==> src/rtl/djsel_pkg.sv <==
`timescale 1ns / 1ps
// ----------------------------------------------------------------------------
// djsel_pkg
// Types, register map and constants of the dijet event selector.
// ----------------------------------------------------------------------------
package djsel_pkg;

  localparam int CFG_AW = 5;
  localparam int CFG_DW = 32;

  typedef enum logic [2:0] {
    REG_ETA_LIMIT        = 3'd0,
    REG_PT_LOW           = 3'd1,
    REG_PT_HIGH          = 3'd2,
    REG_PT_MODE          = 3'd3,
    REG_REQUIRE_OPPOSITE = 3'd4
  } djsel_reg_t;

  typedef enum logic [1:0] {
    PT_MODE_THRESH = 2'd0,
    PT_MODE_WINDOW = 2'd1,
    PT_MODE_MEAN   = 2'd2
  } djsel_pt_mode_t;

  localparam logic [10:0] ETA_LIMIT_RST = 11'd640;
  localparam logic [15:0] PT_LOW_RST    = 16'd640;
  localparam logic [15:0] PT_HIGH_RST   = 16'hFFFF;
  localparam logic [1:0]  PT_MODE_RST   = PT_MODE_THRESH;
  localparam logic        REQ_OPP_RST   = 1'b1;

  // |dphi - pi| < 1 rad holds exactly for |dphi| at or above this value
  localparam logic [11:0] PHI_OPP_MIN = 12'd1397;

  // magnitude of a 12-bit two's complement value, -2048 gives 2048
  function automatic logic [11:0] abs12(input logic [11:0] v);
    abs12 = v[11] ? (~v + 12'd1) : v;
  endfunction

endpackage

==> src/rtl/djsel_if.sv <==
`timescale 1ns / 1ps
// ----------------------------------------------------------------------------
// djsel_jet_if / djsel_res_if
// Valid/ready channels for jet items and event verdict items.
// ----------------------------------------------------------------------------
interface djsel_jet_if;
  logic               valid;
  logic               ready;
  logic        [15:0] jet_pt;
  logic signed [11:0] jet_eta;
  logic signed [11:0] jet_phi;
  logic               last_jet;

  modport source (output valid, jet_pt, jet_eta, jet_phi, last_jet, input ready);
  modport sink   (input valid, jet_pt, jet_eta, jet_phi, last_jet, output ready);
endinterface

interface djsel_res_if;
  logic valid;
  logic ready;
  logic accepted;
  logic two_found;

  modport source (output valid, accepted, two_found, input ready);
  modport sink   (input valid, accepted, two_found, output ready);
endinterface

==> src/rtl/dijet_event_selector.sv <==
`timescale 1ns / 1ps
// ----------------------------------------------------------------------------
// dijet_event_selector
// Keeps the two highest-pt jets of an event and gives one verdict per event.
// ----------------------------------------------------------------------------
// a last jet's top pair is registered in the pair stage, then its verdict in the result register
// throughput: one jet per cycle while the input is not stalled; the top-two tracking compare runs once per jet
// input stalls only while the pair stage and the verdict register both hold an item
// reset: rst_n synchronous active low; clears tracking, pending verdicts,
// and loads the cut registers with their defaults
module dijet_event_selector (
  input  logic                           clk,
  input  logic                           rst_n,
  djsel_jet_if.sink                      in_jet,
  djsel_res_if.source                    out_res,
  input  logic                           psel,
  input  logic                           penable,
  input  logic                           pwrite,
  input  logic [djsel_pkg::CFG_AW-1:0]   paddr,
  input  logic [djsel_pkg::CFG_DW-1:0]   pwdata,
  output logic [djsel_pkg::CFG_DW-1:0]   prdata,
  output logic                           pready
);

  // configuration
  logic [10:0] eta_limit_r;
  logic [15:0] pt_low_r;
  logic [15:0] pt_high_r;
  logic [1:0]  pt_mode_r;
  logic        require_opposite_r;

  djsel_pkg::djsel_reg_t reg_sel;
  logic                  cfg_wr;

  assign pready  = 1'b1;
  assign reg_sel = djsel_pkg::djsel_reg_t'(paddr[4:2]);
  assign cfg_wr  = psel && penable && pwrite;

  always_ff @(posedge clk) begin
    if (!rst_n) begin
      eta_limit_r        <= djsel_pkg::ETA_LIMIT_RST;
      pt_low_r           <= djsel_pkg::PT_LOW_RST;
      pt_high_r          <= djsel_pkg::PT_HIGH_RST;
      pt_mode_r          <= djsel_pkg::PT_MODE_RST;
      require_opposite_r <= djsel_pkg::REQ_OPP_RST;
    end else if (cfg_wr) begin
      case (reg_sel)
        djsel_pkg::REG_ETA_LIMIT:        eta_limit_r        <= pwdata[10:0];
        djsel_pkg::REG_PT_LOW:           pt_low_r           <= pwdata[15:0];
        djsel_pkg::REG_PT_HIGH:          pt_high_r          <= pwdata[15:0];
        djsel_pkg::REG_PT_MODE:          pt_mode_r          <= pwdata[1:0];
        djsel_pkg::REG_REQUIRE_OPPOSITE: require_opposite_r <= pwdata[0];
        default: ;
      endcase
    end
  end

  always_comb begin
    case (reg_sel)
      djsel_pkg::REG_ETA_LIMIT:        prdata = {21'd0, eta_limit_r};
      djsel_pkg::REG_PT_LOW:           prdata = {16'd0, pt_low_r};
      djsel_pkg::REG_PT_HIGH:          prdata = {16'd0, pt_high_r};
      djsel_pkg::REG_PT_MODE:          prdata = {30'd0, pt_mode_r};
      djsel_pkg::REG_REQUIRE_OPPOSITE: prdata = {31'd0, require_opposite_r};
      default:                         prdata = '0;
    endcase
  end

  // handshakes
  logic out_free;
  logic p_fire;
  logic in_fire;

  logic p_valid_r, p_valid_nxt;
  logic out_valid_r, out_valid_nxt;

  assign out_free     = !out_valid_r || out_res.ready;
  assign p_fire       = p_valid_r && out_free;
  assign in_jet.ready = !p_valid_r || out_free;
  assign in_fire      = in_jet.valid && in_jet.ready;

  // top-two tracking
  logic [15:0] lead_pt_r, lead_pt_nxt, second_pt_r, second_pt_nxt;
  logic [11:0] lead_eta_r, lead_eta_nxt, second_eta_r, second_eta_nxt;
  logic [11:0] lead_phi_r, lead_phi_nxt, second_phi_r, second_phi_nxt;
  logic [15:0] upd_lead_pt, upd_second_pt;
  logic [11:0] upd_lead_eta, upd_second_eta, upd_lead_phi, upd_second_phi;

  always_comb begin
    upd_lead_pt    = lead_pt_r;
    upd_lead_eta   = lead_eta_r;
    upd_lead_phi   = lead_phi_r;
    upd_second_pt  = second_pt_r;
    upd_second_eta = second_eta_r;
    upd_second_phi = second_phi_r;
    if (in_jet.jet_pt > lead_pt_r) begin
      upd_second_pt  = lead_pt_r;
      upd_second_eta = lead_eta_r;
      upd_second_phi = lead_phi_r;
      upd_lead_pt    = in_jet.jet_pt;
      upd_lead_eta   = in_jet.jet_eta;
      upd_lead_phi   = in_jet.jet_phi;
    end else if (in_jet.jet_pt > second_pt_r) begin
      upd_second_pt  = in_jet.jet_pt;
      upd_second_eta = in_jet.jet_eta;
      upd_second_phi = in_jet.jet_phi;
    end
  end

  always_comb begin
    lead_pt_nxt    = lead_pt_r;
    lead_eta_nxt   = lead_eta_r;
    lead_phi_nxt   = lead_phi_r;
    second_pt_nxt  = second_pt_r;
    second_eta_nxt = second_eta_r;
    second_phi_nxt = second_phi_r;
    if (in_fire) begin
      if (in_jet.last_jet) begin
        lead_pt_nxt    = '0;
        lead_eta_nxt   = '0;
        lead_phi_nxt   = '0;
        second_pt_nxt  = '0;
        second_eta_nxt = '0;
        second_phi_nxt = '0;
      end else begin
        lead_pt_nxt    = upd_lead_pt;
        lead_eta_nxt   = upd_lead_eta;
        lead_phi_nxt   = upd_lead_phi;
        second_pt_nxt  = upd_second_pt;
        second_eta_nxt = upd_second_eta;
        second_phi_nxt = upd_second_phi;
      end
    end
  end

  always_ff @(posedge clk) begin
    if (!rst_n) begin
      lead_pt_r    <= '0;
      lead_eta_r   <= '0;
      lead_phi_r   <= '0;
      second_pt_r  <= '0;
      second_eta_r <= '0;
      second_phi_r <= '0;
    end else begin
      lead_pt_r    <= lead_pt_nxt;
      lead_eta_r   <= lead_eta_nxt;
      lead_phi_r   <= lead_phi_nxt;
      second_pt_r  <= second_pt_nxt;
      second_eta_r <= second_eta_nxt;
      second_phi_r <= second_phi_nxt;
    end
  end

  // final pair of an event
  logic [15:0] p_lead_pt_r, p_second_pt_r;
  logic [11:0] p_lead_eta_r, p_second_eta_r, p_lead_phi_r, p_second_phi_r;

  always_comb begin
    p_valid_nxt = p_valid_r;
    if (in_fire && in_jet.last_jet) begin
      p_valid_nxt = 1'b1;
    end else if (p_fire) begin
      p_valid_nxt = 1'b0;
    end
  end

  always_ff @(posedge clk) begin
    if (!rst_n) begin
      p_valid_r <= 1'b0;
    end else begin
      p_valid_r <= p_valid_nxt;
    end
  end

  always_ff @(posedge clk) begin
    if (in_fire && in_jet.last_jet) begin
      p_lead_pt_r    <= upd_lead_pt;
      p_lead_eta_r   <= upd_lead_eta;
      p_lead_phi_r   <= upd_lead_phi;
      p_second_pt_r  <= upd_second_pt;
      p_second_eta_r <= upd_second_eta;
      p_second_phi_r <= upd_second_phi;
    end
  end

  // verdict
  logic        two;
  logic        eta_ok;
  logic [16:0] pt_sum;
  logic        lead_in, second_in, win_mode;
  logic        pt_ok;
  logic [11:0] dphi;
  logic        opp_ok;
  logic        acc;

  assign two    = p_second_pt_r != 16'd0;
  assign eta_ok = (djsel_pkg::abs12(p_lead_eta_r) < {1'b0, eta_limit_r})
               && (djsel_pkg::abs12(p_second_eta_r) < {1'b0, eta_limit_r});
  assign pt_sum = {1'b0, p_lead_pt_r} + {1'b0, p_second_pt_r};
  assign win_mode  = pt_mode_r == djsel_pkg::PT_MODE_WINDOW;
  assign lead_in   = (p_lead_pt_r > pt_low_r) && (!win_mode || (p_lead_pt_r < pt_high_r));
  assign second_in = (p_second_pt_r > pt_low_r) && (!win_mode || (p_second_pt_r < pt_high_r));

  always_comb begin
    if (pt_mode_r == djsel_pkg::PT_MODE_MEAN) begin
      pt_ok = (pt_sum > {pt_low_r, 1'b0}) && (pt_sum < {pt_high_r, 1'b0});
    end else begin
      pt_ok = lead_in && second_in;
    end
  end

  // wrapped difference: a 12-bit difference is already phi modulo 2 pi
  assign dphi   = p_lead_phi_r - p_second_phi_r;
  assign opp_ok = djsel_pkg::abs12(dphi) >= djsel_pkg::PHI_OPP_MIN;
  assign acc    = two && eta_ok && pt_ok && (!require_opposite_r || opp_ok);

  // result register
  logic out_accepted_r, out_two_found_r;

  always_comb begin
    out_valid_nxt = out_valid_r;
    if (p_fire) begin
      out_valid_nxt = 1'b1;
    end else if (out_res.ready) begin
      out_valid_nxt = 1'b0;
    end
  end

  always_ff @(posedge clk) begin
    if (!rst_n) begin
      out_valid_r <= 1'b0;
    end else begin
      out_valid_r <= out_valid_nxt;
    end
  end

  always_ff @(posedge clk) begin
    if (p_fire) begin
      out_accepted_r  <= acc;
      out_two_found_r <= two;
    end
  end

  assign out_res.valid     = out_valid_r;
  assign out_res.accepted  = out_accepted_r;
  assign out_res.two_found = out_two_found_r;

  // checks
  a_top_order: assert property (@(posedge clk) disable iff (!rst_n)
    lead_pt_r >= second_pt_r)
    else $error("tracked second pt above lead pt");

  a_store_clear: assert property (@(posedge clk) disable iff (!rst_n)
    in_fire && in_jet.last_jet |=> lead_pt_r == 16'd0 && second_pt_r == 16'd0)
    else $error("tracking store not cleared after last jet");

  a_pair_source: assert property (@(posedge clk) disable iff (!rst_n)
    $rose(p_valid_r) |-> $past(in_fire && in_jet.last_jet))
    else $error("pair stage loaded without a last jet");

  a_acc_two: assert property (@(posedge clk) disable iff (!rst_n)
    out_valid_r && out_accepted_r |-> out_two_found_r)
    else $error("event accepted without two jets");

endmodule

==> src/flat_wrapper.sv <==
// flat-port wrapper written by rule: the top's interface ports become plain ports
module dijet_event_selector_flat 
  (clk, rst_n, psel, penable, pwrite, paddr, pwdata, prdata, pready, in_jet_valid, in_jet_jet_pt, in_jet_jet_eta, in_jet_jet_phi, in_jet_last_jet, in_jet_ready, out_res_valid, out_res_accepted, out_res_two_found, out_res_ready);
  djsel_jet_if in_jet_i ();
  djsel_res_if out_res_i ();
  input  logic clk;
  input  logic rst_n;
  input  logic psel;
  input  logic penable;
  input  logic pwrite;
  input  logic [djsel_pkg::CFG_AW-1:0] paddr;
  input  logic [djsel_pkg::CFG_DW-1:0] pwdata;
  output logic [djsel_pkg::CFG_DW-1:0] prdata;
  output logic pready;
  input wire logic [$bits(in_jet_i.valid)-1:0] in_jet_valid;
  input wire logic [$bits(in_jet_i.jet_pt)-1:0] in_jet_jet_pt;
  input wire logic [$bits(in_jet_i.jet_eta)-1:0] in_jet_jet_eta;
  input wire logic [$bits(in_jet_i.jet_phi)-1:0] in_jet_jet_phi;
  input wire logic [$bits(in_jet_i.last_jet)-1:0] in_jet_last_jet;
  output wire logic [$bits(in_jet_i.ready)-1:0] in_jet_ready;
  output wire logic [$bits(out_res_i.valid)-1:0] out_res_valid;
  output wire logic [$bits(out_res_i.accepted)-1:0] out_res_accepted;
  output wire logic [$bits(out_res_i.two_found)-1:0] out_res_two_found;
  input wire logic [$bits(out_res_i.ready)-1:0] out_res_ready;
  assign in_jet_i.valid = in_jet_valid;
  assign in_jet_i.jet_pt = in_jet_jet_pt;
  assign in_jet_i.jet_eta = in_jet_jet_eta;
  assign in_jet_i.jet_phi = in_jet_jet_phi;
  assign in_jet_i.last_jet = in_jet_last_jet;
  assign in_jet_ready = in_jet_i.ready;
  assign out_res_valid = out_res_i.valid;
  assign out_res_accepted = out_res_i.accepted;
  assign out_res_two_found = out_res_i.two_found;
  assign out_res_i.ready = out_res_ready;
  dijet_event_selector u_core (.clk(clk), .rst_n(rst_n), .in_jet(in_jet_i), .out_res(out_res_i), .psel(psel), .penable(penable), .pwrite(pwrite), .paddr(paddr), .pwdata(pwdata), .prdata(prdata), .pready(pready));
endmodule
==> config.mk <==
export PLATFORM = sky130hd
export DESIGN_NAME = dijet_event_selector_flat
export DESIGN_NICKNAME = d
export VERILOG_FILES = /design/src/rtl/djsel_pkg.sv /design/src/rtl/djsel_if.sv /design/src/rtl/dijet_event_selector.sv /design/src/flat_wrapper.sv
export SDC_FILE = /design/constraint.sdc
export NUM_CORES = 1
export LEC_CHECK = 0
export BUFFER_PORTS_ARGS = -buffer_cell sky130_fd_sc_hd__buf_2
export CAP_MARGIN = 15
export CORE_ASPECT_RATIO = 1.2
export CORE_MARGIN = 10
export CORE_UTILIZATION = 67
export CTS_BUF_LIST = sky130_fd_sc_hd__clkbuf_2
export DETAILED_ROUTE_END_ITERATION = 8
export PLACE_DENSITY_LB_ADDON = 0.25
export SYNTH_ARGS = -nofsm -noshare
export SYNTH_HDL_FRONTEND = slang
export SYNTH_SLANG_ARGS = --single-unit
export TNS_END_PERCENT = 1
==> constraint.sdc <==
create_clock -name clk -period 10.28 [get_ports clk]
set_clock_uncertainty 0.1 [all_clocks]
set_input_delay 2.056 -clock clk [delete_from_list [all_inputs] [get_ports clk]]
set_output_delay 2.056 -clock clk [all_outputs]
set_load 0.005 [all_outputs]
# Word level (Yosys, flattened, before mapping)
# Cells that the tools add are included.
word_totals:
  ff_bits: 210
  latch_bits: 0
  ram_bits: 0
  romBits: 0
  inputBits: 85
  output_inout_bits: 37
  word_cells: 101
  n_memories: 0
classes:
  n_addsub: 5
  n_mul: 0
  div: 0
  magnitude_cmp: 11
  n_eq_ne: 6
  n_shift: 0
  muxes: 24
  bitwise_logic: 3
  reduce_logical: 31
op_table:
  columns: ["cell", "n"]
  rows:
  - ["$mux W12", 13]
  - ["$mux W16", 5]
  - ["$pmux W16 S5", 1]
  - ["$gt A16 B16 Y1", 4]
  - ["$add A12 B1 Y12 const B", 3]
  - ["$not A12 Y12", 3]
  - ["$lt A16 B16 Y1", 2]
  - ["$lt A12 B11 Y1", 2]
  - ["$add A16 B16 Y17", 1]
  - ["$gt A17 B17 Y1", 1]
  - ["$lt A17 B17 Y1", 1]
  - ["$reduce_bool A16 Y1", 1]
  - ["$logic_and A1 B1 Y1", 13]
  - ["$ge A12 B11 Y1 const B", 1]
  - ["$sub A12 B12 Y12", 1]
  - ["$reduce_and A2 Y1", 5]
  - ["$eq A3 B2 Y1 const B", 2]
  - ["$logic_or A1 B1 Y1", 5]
  - ["$mux W1", 5]
  - ["$logic_not A1 Y1", 4]
  - ["$reduce_bool A2 Y1", 2]
  - ["$eq A3 B1 Y1 const B", 1]
  - ["$eq A3 B3 Y1 const B", 1]
  - ["$logic_not A3 Y1", 1]
  - ["other kinds (2)", 2]

# Longest topological paths before layout
# Gate-level depths: netlist of run 1.
logic_depth:
  word_depth: 8
  mapped_depth: 21
  depth_no_buf: 21

# Least setup slack after synthesis of run 1
# OpenSTA, ideal clock, no wires.
synth_path:
  path_type: "input to output"
  from: "input port paddr[3] in the netlist's numbering"
  to: "output port prdata[10] in the netlist's numbering"
  arrival_ns: 3.240
  t_required_ns: 8.124
  setup_slack_ns: 4.884
  stages: 6
  path_buffers: 2
  path_cell_list: "clkbuf_1 buf_1 mux2i_1 nor2_1 a21oi_1 nor2_1"
synth_between:
  elab_chain_cells: 2
  elab_cells_between_ends: 6
  cone_classes: "eq/ne (4); mux (1); reduce/logical (1)"
synth_lines:
  columns: ["item", "line", "source"]
  rows:
  - ["from (decl)", "flat_wrapper.sv:11", "input logic [djsel_pkg::CFG_AW-1:0] paddr;"]
  - ["$eq A3 B3 Y1 (tied with other cells)", "dijet_event_selector.sv:59", "case (reg_sel)"]
  - ["$pmux W16 S5 (*)", "dijet_event_selector.sv:59", null]
  - ["to (decl)", "flat_wrapper.sv:13", "output logic [djsel_pkg::CFG_DW-1:0] prdata;"]
# Every way passes the cells marked *; elsewhere a longest branch is shown, timed or not.

# Final worst setup path of run 1
layout_path:
  from: "input port paddr[2] in the netlist's numbering"
  to: "output port prdata[9] in the netlist's numbering"
# The elaborated chain is that of the path after synthesis.

==> run_results.csv, run 1 <==
group,metric,value,unit
clock_tree,ctsHtreeMaxLevel,2,
die,rows,57,
worst_setup_path,path_delay_family,"simple AND/OR/NAND/NOR gates",
logic_synthesis,synth_edf_count,82,
power_and_ir_drop,power.leakage,6.53,nW
logic_synthesis,yosys-top-cells-area,"dfxtp_1 19%, edfxtp_1 18%, ha_1 16%",
global_routing,grt_pass1_vias,11220,
die,die_y,177,um
clock_tree,clk_latency,0.82,ns
logic_synthesis,async_reset_ff_share,0,%
power_and_ir_drop,ir_drop,0.000117,V
die,die_w,151,um
route,wl_per_cell,18.5,um
route,drt_first_pass_iters,5,
final_layout,final_util,73.0,%
timing,setup_viol,0,
worst_setup_path,worstSetupEndpointType,"output pin",
final_layout,multi_input_area,8060,um2
power_and_ir_drop,cellPowerDensity,137,nW/um2
clock_tree,root_buffer,"clkbuf_2",
worst_setup_path,cp_num_buf_inv,2,
timing,hold_viol_final,0,
clock_tree,cts_sinks,210,
final_layout,nFillCells,1517,
final_layout,layout.nets,1794,
worst_setup_path,crit_type,"in -> out",
timing,hold_ws,0.384,ns
clock_tree,cts_made_buffers,52,
worst_setup_path,max_stage_delay,0.89,ns
worst_setup_path,cpMostUsedCell,"buf_2",
power_and_ir_drop,power.total,2.02,mW
logic_synthesis,netlist.area_leader.share,18.6,%
outcome,status,"completed",
logic_synthesis,synth_cells,1445,
worst_setup_path,slowest_stage,"nor2b_1",
logic_synthesis,ys.flop_type,"dfxtp_1",
job,cap_violations,0,
logic_synthesis,synth_most_common_cell,"ha_1",
timing,max-slew-margin-rel,29.1,%
global_routing,antenna_found_initial,7,
global_routing,grt_pass1_wl,55000,um
logic_synthesis,ys_seq_area_share,36.5,%
worst_hold_path,hp-class,"reg -> reg",
die,core_area,20300,um2
clock_tree,post-cts-setup-buffer-count,0,
logic_synthesis,yosysUniqueCellTypes,73,
clock_tree,cts_hold_buf,0,
timing,worst_pin_slew,1.06,ns
route,first_iter_violations,845,
clock_tree,path_clk_slew,0.10,ns
die,die_area,26700,um2
die,initial_core_util,68.0,%
place,io_buffers,86,
final_layout,area.growth.synth_to_final,7.38,%
final_layout,ff_latch_area,5020,um2
route,wirelength,34100,um
worst_setup_path,required,8.12,ns
place,dp_hpwl,25300,um
final_layout,final_area,14800,um2
route,postRouteAntennaNets,0,
clock_tree,clk_path_buf_depth,3,
route,drc,0,
place,place.gp.congestion,0.956,
timing,finalCriticalPeriod,5.96,ns
logic_synthesis,yosys_warnings,0,
worst_setup_path,crit_chain,"buf_2 -> nor2b_1 -> a21oi_1 -> nor2_1 -> buf_2",
die,ios,122,
timing,final.setup.tns,0,ns
logic_synthesis,ys_seq_elements,210,
route,vias_per_cell,6.09,
clock_tree,cts_tree,"built",
worst_setup_path,crit_path_start_kind,"primary input",
logic_synthesis,synth_area,13800,um2
global_routing,track_usage,25.1,%
timing,rsz0062_at_grt,"false",
logic_synthesis,synth_commonest_cells,"175 x ha_1, 128 x dfxtp_1, 109 x nand2_1",
route,vias,11217,
logic_synthesis,syn_avg_cell_area,9.54,um2
worst_setup_path,path_max_fanout,18,
place,place_area,14300,um2
worst_setup_path,critPathArrivalTime,3.80,ns
final_layout,drive_gt1_share,15.4,%
timing,final-max-slew-violation-count,0,
logic_synthesis,yosysTopAreaCell,"dfxtp_1",
timing,finalCritPeriodShare,58.0,%
global_routing,grt_start_max_net_pins,86,
clock_tree,postCtsResizedCells,0,
global_routing,grt_overflow_total,0,
timing,fmax,168,MHz
where the power goes:
group / leakage [nW] / total (mW) / internal [mW] / switching [mW]
sequential: 1.82 / 0.953 / 0.917 / 0.0360
clock: 0.378 / 0.554 / 0.213 / 0.342
combinational: 4.34 / 0.515 / 0.222 / 0.293
total: 6.53 / 2.02 / 1.35 / 0.671
cells by family after synthesis:
logic type	share of synthesized area (%)
buffers and inverters	5.62
xor gates and xnor gates	2.48
and+or+nand+nor	11.8
adders and majority gates	16.2
muxes	7.36
DFF	36.5
other	0.0545
AOI/OAI and AO/OA	20.0
sequential cells by signal, indices dropped and copies added (netlist names), 16 cells and up:
name and count:
u_core.lead_pt_r 16, u_core.p_lead_pt_r 16, u_core.p_second_pt_r 16, u_core.pt_high_r 16
u_core.pt_low_r 16, u_core.second_pt_r 16
final timing paths:
path	start	endpoint	slack, ns	cells past startpoint
setup reg to reg	u_core.p_second_pt_r[0]$_DFFE_PP_	u_core.out_res.accepted$_DFFE_PP_	5.56	21
hold reg to reg	u_core.second_phi_r[10]$_SDFFE_PN0P_	u_core.second_phi_r[10]$_SDFFE_PN0P_	0.38	1
setup / recovery	paddr[2]	prdata[9]	4.32	5
hold / removal	u_core.second_phi_r[10]$_SDFFE_PN0P_	u_core.second_phi_r[10]$_SDFFE_PN0P_	0.38	1
worst register-to-register path: stages (launching register included):
cell and delay [ns]:
edfxtp_1 0.52, ha_1 0.23, inv_1 0.05, fa_1 0.39, nor2b_1 0.13, o21ai_0 0.10
a21boi_0 0.33, o211ai_1 0.18, a21oi_1 0.20, nand4b_1 0.15, o211ai_1 0.16, o21a_1 0.26
o21ai_0 0.31, ha_1 0.31, and4_1 0.16, nand3_1 0.11, nor3_1 0.06, nor3_1 0.12
o211ai_1 0.10, o22ai_1 0.34, nand4b_1 0.14, a31oi_1 0.15
per-stage QoR:
| step | cells | setup WS (ns) |
|---|---|---|
| 2_1_floorplan | 1460 | 4.88 |
| 3_3_place_gp | 1742 | 4.37 |
| 3_5_place_dp | 1742 | 4.33 |
| 4_1_cts | 1838 | 4.33 |
| 5_1_grt | 1841 | 4.19 |
| 6_report | 1842 | 4.32 |
final cells by class:
cell class              instances  share of cell area (%)
clock inverters                15                   0.482
diodes                          3                  0.0507
well taps                     265                    2.24
clock buffers                  81                    2.74
multi-input cells            1068                    54.5
inverters                     105                    2.66
flip-flops and latches        210                    34.0
repair buffers                 95                    3.37
metal layers:
layer	vias up	track usage, %	share of wire [%]
met5	-	0	0.11
met4	8	13.8	5.6
met3	102	4.40	5.4
met2	322	42.0	49
met1	5284	30.0	40
li1	5501	-	-
placed cells by master, fill, tap and decap left out, types with 4 or more instances in the layout:
cell type,synthesis,routed
ha_1,175,175
dfxtp_1,128,128
nand2_1,109,109
inv_1,105,104
nor2_1,98,98
a21oi_1,98,98
buf_2,13,86
edfxtp_1,82,82
clkbuf_2,0,81
a22o_1,81,80
mux2i_1,54,54
o21ai_0,48,48
mux2_2,40,40
xnor2_1,33,33
o211ai_1,32,32
a21o_1,30,30
a21boi_0,28,28
nor3_1,25,24
nand4_1,24,24
nor2b_1,22,22
conb_1,2,17
o21a_1,16,16
nand3_1,12,12
nand2b_1,12,12
or3_1,10,10
buf_4,18,9
clkinv_1,0,8
o31ai_1,7,7
a22oi_1,6,6
a211oi_1,6,6
xor2_1,6,6
or2_2,5,5
a31oi_1,5,5
o41ai_1,4,4
nor4_1,5,4
o2111ai_1,4,4
and4_1,4,4
clkinv_2,0,4
(Power assumes the default switching activity.)
==> run 2: changes to the inputs <==
--- a/config.mk
+++ b/config.mk
@@ -9,7 +9,7 @@
 export CAP_MARGIN = 15
 export CORE_ASPECT_RATIO = 1.2
 export CORE_MARGIN = 10
-export CORE_UTILIZATION = 67
+export CORE_UTILIZATION = 63
 export CTS_BUF_LIST = sky130_fd_sc_hd__clkbuf_2
 export DETAILED_ROUTE_END_ITERATION = 8
 export PLACE_DENSITY_LB_ADDON = 0.25
==> constraint.sdc (replaced) <==
create_clock -name clk -period 6.1 [get_ports clk]
set_clock_uncertainty 0.1 [all_clocks]
set_input_delay 1.22 -clock clk [delete_from_list [all_inputs] [get_ports clk]]
set_output_delay 1.22 -clock clk [all_outputs]
set_load 0.005 [all_outputs]
==> run 2 against run 1 <==
Combinational power is 69% higher. Highest routed layer unchanged. Clock power is 75% higher. Global-route usage is 1.8 points lower. Critical path depth is 16 higher. Worst setup slack worse by 3.0 ns. Largest cell class unchanged. Routed wire length is 0.14% higher. Via count is 0.13% lower. Clock-buffer cell count is 10 lower. First-iteration DRC count is 18% lower.
==> run_results.csv, run 2 (synthesized netlist as in run 1, its figures left out) <==
group,metric,value,unit
worst_setup_path,crit_type,"reg -> reg",
global_routing,globalRouteMet2Util,40.2,%
final_layout,drive_gt1_share,15.0,%
worst_setup_path,r2r_end,"u_core.out_res.accepted$_DFFE_PP_",
global_routing,grtUsageMet1,26.8,%
die,initial_core_util,63.7,%
place,dp_cells,1752,
timing,fmax,211,MHz
global_routing,antenna_found_initial,6,
worst_setup_path,worstSetupEndpointType,"flip-flop",
final_layout,layout.nets,1794,
final_layout,mostFrequentLayoutCell,"ha_1",
global_routing,grt_start_max_net_pins,81,
timing,final-max-slew-violation-count,0,
route,drt_first_pass_iters,5,
clock_tree,clk_path_buf_depth,3,
timing,hold_viol_final,0,
die,die_y,182,um
die,core_area,21600,um2
clock_tree,postCtsResizedCells,0,
power_and_ir_drop,ir_drop,0.000177,V
route,postRouteAntennaNets,0,
final_layout,final_cell_mix,"175 x ha_1, 128 x dfxtp_1, 109 x nand2_1",
power_and_ir_drop,pwr-share-clk,28.1,%
route,vias,11202,
timing,worst_pin_slew,1.16,ns
worst_setup_path,max_stage_delay,0.47,ns
clock_tree,cts_tree,"built",
power_and_ir_drop,seq_power_share,46.6,%
job,cap_violations,0,
die,rows,59,
worst_hold_path,whs_endpoint,"u_core.second_phi_r[4]$_SDFFE_PN0P_",
power_and_ir_drop,comb_power_share,25.3,%
global_routing,grt_overflow_total,0,
power_and_ir_drop,swShare,32.7,%
worst_setup_path,cp_num_buf_inv,1,
clock_tree,path_clk_slew,0.13,ns
final_layout,area.growth.synth_to_final,7.65,%
route,first_iter_violations,696,
global_routing,top_usage_layer,"met2",
worst_setup_path,slowest_stage,"edfxtp_1",
global_routing,track_usage,23.3,%
worst_setup_path,crit_chain,"ha_1 -> inv_1 -> fa_1 -> nor2b_1 -> o21ai_0 -> a21boi_0 -> o211ai_1 -> a21oi_1 -> nand4b_1 -> o211ai_1 -> o21a_1 -> o21ai_0 -> ha_1 -> and4_1 -> nand3_1 -> nor3_1 -> nor3_1 -> o211ai_1 -> o22ai_1 -> nand4b_1 -> a31oi_1",
worst_setup_path,critPathArrivalTime,5.26,ns
final_layout,layoutNonFillerInstCount,1846,
clock_tree,root_buffer,"clkbuf_2",
place,place.gp.congestion,0.953,
clock_tree,cts_made_buffers,51,
clock_tree,clk_latency,0.81,ns
worst_setup_path,r2r_cells,21,
clock_tree,post-cts-setup-buffer-count,0,
timing,setup_viol,0,
die,die_w,155,um
worst_setup_path,path_max_fanout,4,
timing,finalCritPeriodShare,77.7,%
global_routing,grt_pass1_wl,54800,um
worst_setup_path,crit_path_start_kind,"flip-flop",
worst_hold_path,min_from,"u_core.second_phi_r[4]$_SDFFE_PN0P_",
worst_setup_path,required,6.62,ns
worst_hold_path,min_path_cells,1,
outcome,status,"completed",
clock_tree,cts_hold_buf,0,
timing,final.setup.tns,0,ns
timing,rsz0062_at_grt,"false",
worst_hold_path,hp-class,"reg -> reg",
route,wirelength,34100,um
route,drc,0,
die,ios,122,
power_and_ir_drop,internal_power,2.32,mW
die,die_area,28200,um2
worst_setup_path,reg2reg_slack,1.36,ns
place,io_buffers,86,
power_and_ir_drop,cellPowerDensity,232,nW/um2
timing,max-slew-margin-rel,22.5,%
route,wl_per_cell,18.5,um
worst_setup_path,cpMostUsedCell,"o211ai_1",
power_and_ir_drop,p_switching,1.13,mW
worst_setup_path,path_delay_family,"compound AO/OA/AOI/OAI gates",
global_routing,grt_pass1_vias,11175,
timing,finalCriticalPeriod,4.74,ns
global_routing,grtUsageMet3,4.26,%
route,vias_per_cell,6.07,
power_and_ir_drop,power.leakage,6.52,nW
worst_setup_path,r2r_start,"u_core.p_second_pt_r[0]$_DFFE_PP_",
clock_tree,cts_sinks,210,
place,dp_hpwl,25700,um
clock_tree,ctsHtreeMaxLevel,2,
## run 2: worst max path at each step
stage                                 startpoint                                end  slack, ns  cells past startpoint
2_1_floorplan  u_core.p_second_pt_r[0]$_DFFE_PP_  u_core.out_res.accepted$_DFFE_PP_       2.25                     20
3_3_place_gp   u_core.p_second_pt_r[0]$_DFFE_PP_  u_core.out_res.accepted$_DFFE_PP_       1.61                     21
3_5_place_dp   u_core.p_second_pt_r[0]$_DFFE_PP_  u_core.out_res.accepted$_DFFE_PP_       1.51                     21
4_1_cts        u_core.p_second_pt_r[0]$_DFFE_PP_  u_core.out_res.accepted$_DFFE_PP_       1.43                     21
5_1_grt        u_core.p_second_pt_r[0]$_DFFE_PP_  u_core.out_res.accepted$_DFFE_PP_       1.04                     21
6_report       u_core.p_second_pt_r[0]$_DFFE_PP_  u_core.out_res.accepted$_DFFE_PP_       1.36                     21
## run 2: area by class of cell
class / instances / area (um2)
diodes: 3 / 7.51
clock buffers: 71 / 355
clock inverters: 19 / 134
fillers: 1699 / 6800
inverters: 105 / 394
multi-input cells: 1068 / 8070
flip-flops and latches: 210 / 5020
well taps: 274 / 343
repair buffers: 96 / 505
## run 2: worst register-to-register path, delay by kind of cell (launching register included)
kind | cells | cell delay, ns
DFF | 1 | 0.47
adders and majority gates | 3 | 0.90
AOI/OAI and AO/OA | 10 | 2.09
and+or+nand+nor | 7 | 0.93
buffers and inverters | 1 | 0.05
## run 2: through the flow
stage	total power, mW	setup slack (ns)	cell area [um2]	utilization, %	hold slack (ns)
2_1_floorplan	2.29	2.25	13800	-	0.342
3_3_place_gp	2.46	1.61	14300	66.2	0.355
3_5_place_dp	2.49	1.51	14300	66.2	0.354
4_1_cts	3.46	1.43	14800	68.5	0.387
5_1_grt	3.64	1.04	14800	68.5	0.395
6_report	3.45	1.36	14800	68.6	0.385
## run 2: power groups by stage
stage | clock [mW] | combinational (mW) | sequential (mW)
2_1_floorplan | 0 | 0.675 | 1.61
3_3_place_gp | 0 | 0.826 | 1.63
3_5_place_dp | 0 | 0.858 | 1.64
4_1_cts | 0.988 | 0.864 | 1.60
5_1_grt | 1.05 | 0.976 | 1.61
6_report | 0.971 | 0.871 | 1.61
## run 2: metal layers
layer  vias up  share of wire, %
met5         -             0.091
met4         6               4.8
met3        86               4.8
met2       288                49
met1      5323                41
li1       5499                 -
==> run 3: changes to the inputs <==
--- a/config.mk
+++ b/config.mk
@@ -9,7 +9,7 @@
 export CAP_MARGIN = 15
 export CORE_ASPECT_RATIO = 1.2
 export CORE_MARGIN = 10
-export CORE_UTILIZATION = 63
+export CORE_UTILIZATION = 56
 export CTS_BUF_LIST = sky130_fd_sc_hd__clkbuf_2
 export DETAILED_ROUTE_END_ITERATION = 8
 export PLACE_DENSITY_LB_ADDON = 0.25
==> constraint.sdc (replaced) <==
create_clock -name clk -period 3.8 [get_ports clk]
set_clock_uncertainty 0.1 [all_clocks]
set_input_delay 0.76 -clock clk [delete_from_list [all_inputs] [get_ports clk]]
set_output_delay 0.76 -clock clk [all_outputs]
set_load 0.005 [all_outputs]
==> run 3 against run 2 <==
The flow now finishes with violations (negative setup slack). Critical path depth decreased by 3. Worst hold slack got worse by 0.27 ns. Highest routed layer unchanged. Critical path type unchanged. Sequential share of layout area decreased by 1.3 points. Register-to-register slack got worse by 1.6 ns.
==> run_results.csv, run 3 (synthesized netlist as in run 1, its figures left out) <==
group,metric,value,unit
outcome,status,"finished with violations",
outcome,violations,"negative setup slack",
place,place.gp.congestion,0.941,
power_and_ir_drop,seq_power_share,45.9,%
global_routing,grtUsageMet3,4.37,%
final_layout,mostFrequentLayoutCell,"ha_1",
timing,setup_viol,1,
global_routing,grt_start_max_net_pins,81,
global_routing,grt_pass1_vias,11405,
worst_setup_path,startpoint,"u_core.p_second_pt_r[1]$_DFFE_PP_",
timing,finalCriticalPeriod,4.02,ns
final_layout,ff_latch_area,5020,um2
worst_hold_path,hp-class,"in -> reg",
timing,finalCritPeriodShare,106,%
power_and_ir_drop,cellPowerDensity,361,nW/um2
global_routing,track_usage,21.8,%
global_routing,antenna_found_initial,7,
worst_setup_path,path_max_fanout,3,
worst_setup_path,required,4.21,ns
power_and_ir_drop,ir_drop,0.000248,V
timing,hold_viol_final,0,
timing,rsz0062_at_grt,"true",
route,drc,0,
timing,max-slew-margin-rel,27.2,%
route,vias_per_cell,5.85,
die,core_area,24100,um2
worst_setup_path,critPathArrivalTime,4.43,ns
final_layout,layout.nets,1844,
timing,final-max-slew-violation-count,0,
power_and_ir_drop,comb_power_share,27.7,%
final_layout,drive_gt1_share,19.4,%
clock_tree,cts_made_buffers,51,
place,dp_cells,1844,
clock_tree,clk_latency,0.86,ns
power_and_ir_drop,internal_power,3.75,mW
worst_setup_path,r2r_start,"u_core.p_second_pt_r[1]$_DFFE_PP_",
route,first_iter_violations,505,
route,postRouteAntennaNets,0,
worst_setup_path,r2r_end,"u_core.out_res.accepted$_DFFE_PP_",
power_and_ir_drop,swShare,32.8,%
power_and_ir_drop,p_switching,1.83,mW
clock_tree,clk_path_buf_depth,3,
place,dp_hpwl,26400,um
worst_setup_path,crit_path_start_kind,"flip-flop",
route,wirelength,34800,um
worst_setup_path,r2r_cells,18,
worst_setup_path,crit_type,"reg -> reg",
clock_tree,path_clk_slew,0.09,ns
timing,final.setup.tns,-0.219,ns
clock_tree,cts_sinks,210,
clock_tree,root_buffer,"clkbuf_2",
final_layout,layoutNonFillerInstCount,1947,
worst_setup_path,reg2reg_slack,-0.22,ns
die,rows,62,
final_layout,nFillCells,2065,
worst_setup_path,worstSetupEndpointType,"flip-flop",
job,cap_violations,0,
worst_setup_path,crit_chain,"ha_1 -> a21o_1 -> a21oi_2 -> o21a_1 -> o31ai_1 -> o211a_1 -> o21a_1 -> o21ai_2 -> nand2b_1 -> nand3_1 -> ha_1 -> and4_1 -> buf_4 -> a221oi_2 -> o31a_1 -> o22ai_2 -> nand4b_1 -> a31oi_1",
die,die_area,31300,um2
global_routing,grt_pass1_wl,56300,um
route,drt_first_pass_iters,5,
die,die_w,163,um
die,initial_core_util,57.1,%
power_and_ir_drop,power.total,5.57,mW
route,wl_per_cell,17.9,um
global_routing,globalRouteMet2Util,36.8,%
power_and_ir_drop,pwr-share-clk,26.4,%
die,die_y,192,um
final_layout,area.growth.synth_to_final,11.9,%
global_routing,grtUsageMet1,25.3,%
final_layout,multi_input_area,8170,um2
clock_tree,cts_tree,"built",
global_routing,grt_overflow_total,0,
clock_tree,ctsHtreeMaxLevel,2,
die,ios,122,
route,vias,11381,
worst_setup_path,max_stage_delay,0.43,ns
worst_setup_path,crit_path_end,"u_core.out_res.accepted$_DFFE_PP_",
timing,hold_ws,0.119,ns
timing,fmax,249,MHz
worst_setup_path,slowest_stage,"edfxtp_1",
global_routing,top_usage_layer,"met2",
power_and_ir_drop,power.leakage,6.81,nW
timing,final.setup.worst_slack,-0.219,ns
final_layout,final_cell_mix,"173 x ha_1, 128 x dfxtp_1, 109 x nand2_1",
timing,worst_pin_slew,1.09,ns
place,io_buffers,86,
place,post-place-ws,-0.413,ns
[run 3: final cells by class]
type                    count  share of cell area [%]
well taps                 320                    2.60
multi-input cells        1068                    53.0
clock buffers              82                    2.66
inverters                 105                    2.56
diodes                      6                  0.0973
flip-flops and latches    210                    32.6
repair buffers            146                    6.20
clock inverters            10                   0.333
[run 3: per-stage QoR]
stage	instance area, um2	util [%]
after floorplan	13800	-
after global placement	14800	61.4
after detailed placement	14800	61.4
after CTS	15300	63.5
after global routing	15400	63.9
final	15400	63.9
[run 3: worst min-delay path by stage]
stage          cells past startpoint                                   to  slack [ns]                           startpoint
2_1_floorplan                      1  u_core.second_eta_r[0]$_SDFFE_PN0P_        0.34  u_core.second_eta_r[0]$_SDFFE_PN0P_
3_3_place_gp                       1  u_core.second_phi_r[9]$_SDFFE_PN0P_        0.36  u_core.second_phi_r[9]$_SDFFE_PN0P_
3_5_place_dp                       1  u_core.second_eta_r[4]$_SDFFE_PN0P_        0.35  u_core.second_eta_r[4]$_SDFFE_PN0P_
4_1_cts                            2     u_core.p_lead_phi_r[4]$_DFFE_PP_        0.04                    in_jet_jet_phi[4]
5_1_grt                            2     u_core.p_lead_phi_r[0]$_DFFE_PP_        0.07                    in_jet_jet_phi[0]
6_report                           3    u_core.pt_high_r[12]$_SDFFE_PN1P_        0.12                           pwdata[12]
[run 3: timing repair]
action / in CTS / in global routing
hold buffers: 0 / 0
buffers inserted: 2 / 3
endpoints found under the setup margin: 1 / 1
gates resized for setup: 14 / 13
pin swaps: 12 / 11
[run 3: critical path, delay by kind of cell, from the launching register on]
| family | cells | cell delay (ns) |
|---|---|---|
| and+or+nand+nor | 4 | 0.59 |
| DFF | 1 | 0.43 |
| adders and majority gates | 2 | 0.55 |
| AOI/OAI and AO/OA | 11 | 1.93 |
| buffers and inverters | 1 | 0.14 |
[run 3: per-layer routing]
layer  vias up  wire length, um
met1      5401            14400
li1       5591                -
met4         2             1740
met5         -               13
met2       304            16700
met3        83             1950
[run 3: power groups by stage]
stage / Clock, mW / Combinational, mW / Sequential [mW]
floorplan: 0 / 1.08 / 2.59
global placement: 0 / 1.44 / 2.60
detailed placement: 0 / 1.48 / 2.61
CTS: 1.52 / 1.51 / 2.56
global route: 1.62 / 1.72 / 2.57
finish: 1.47 / 1.55 / 2.56
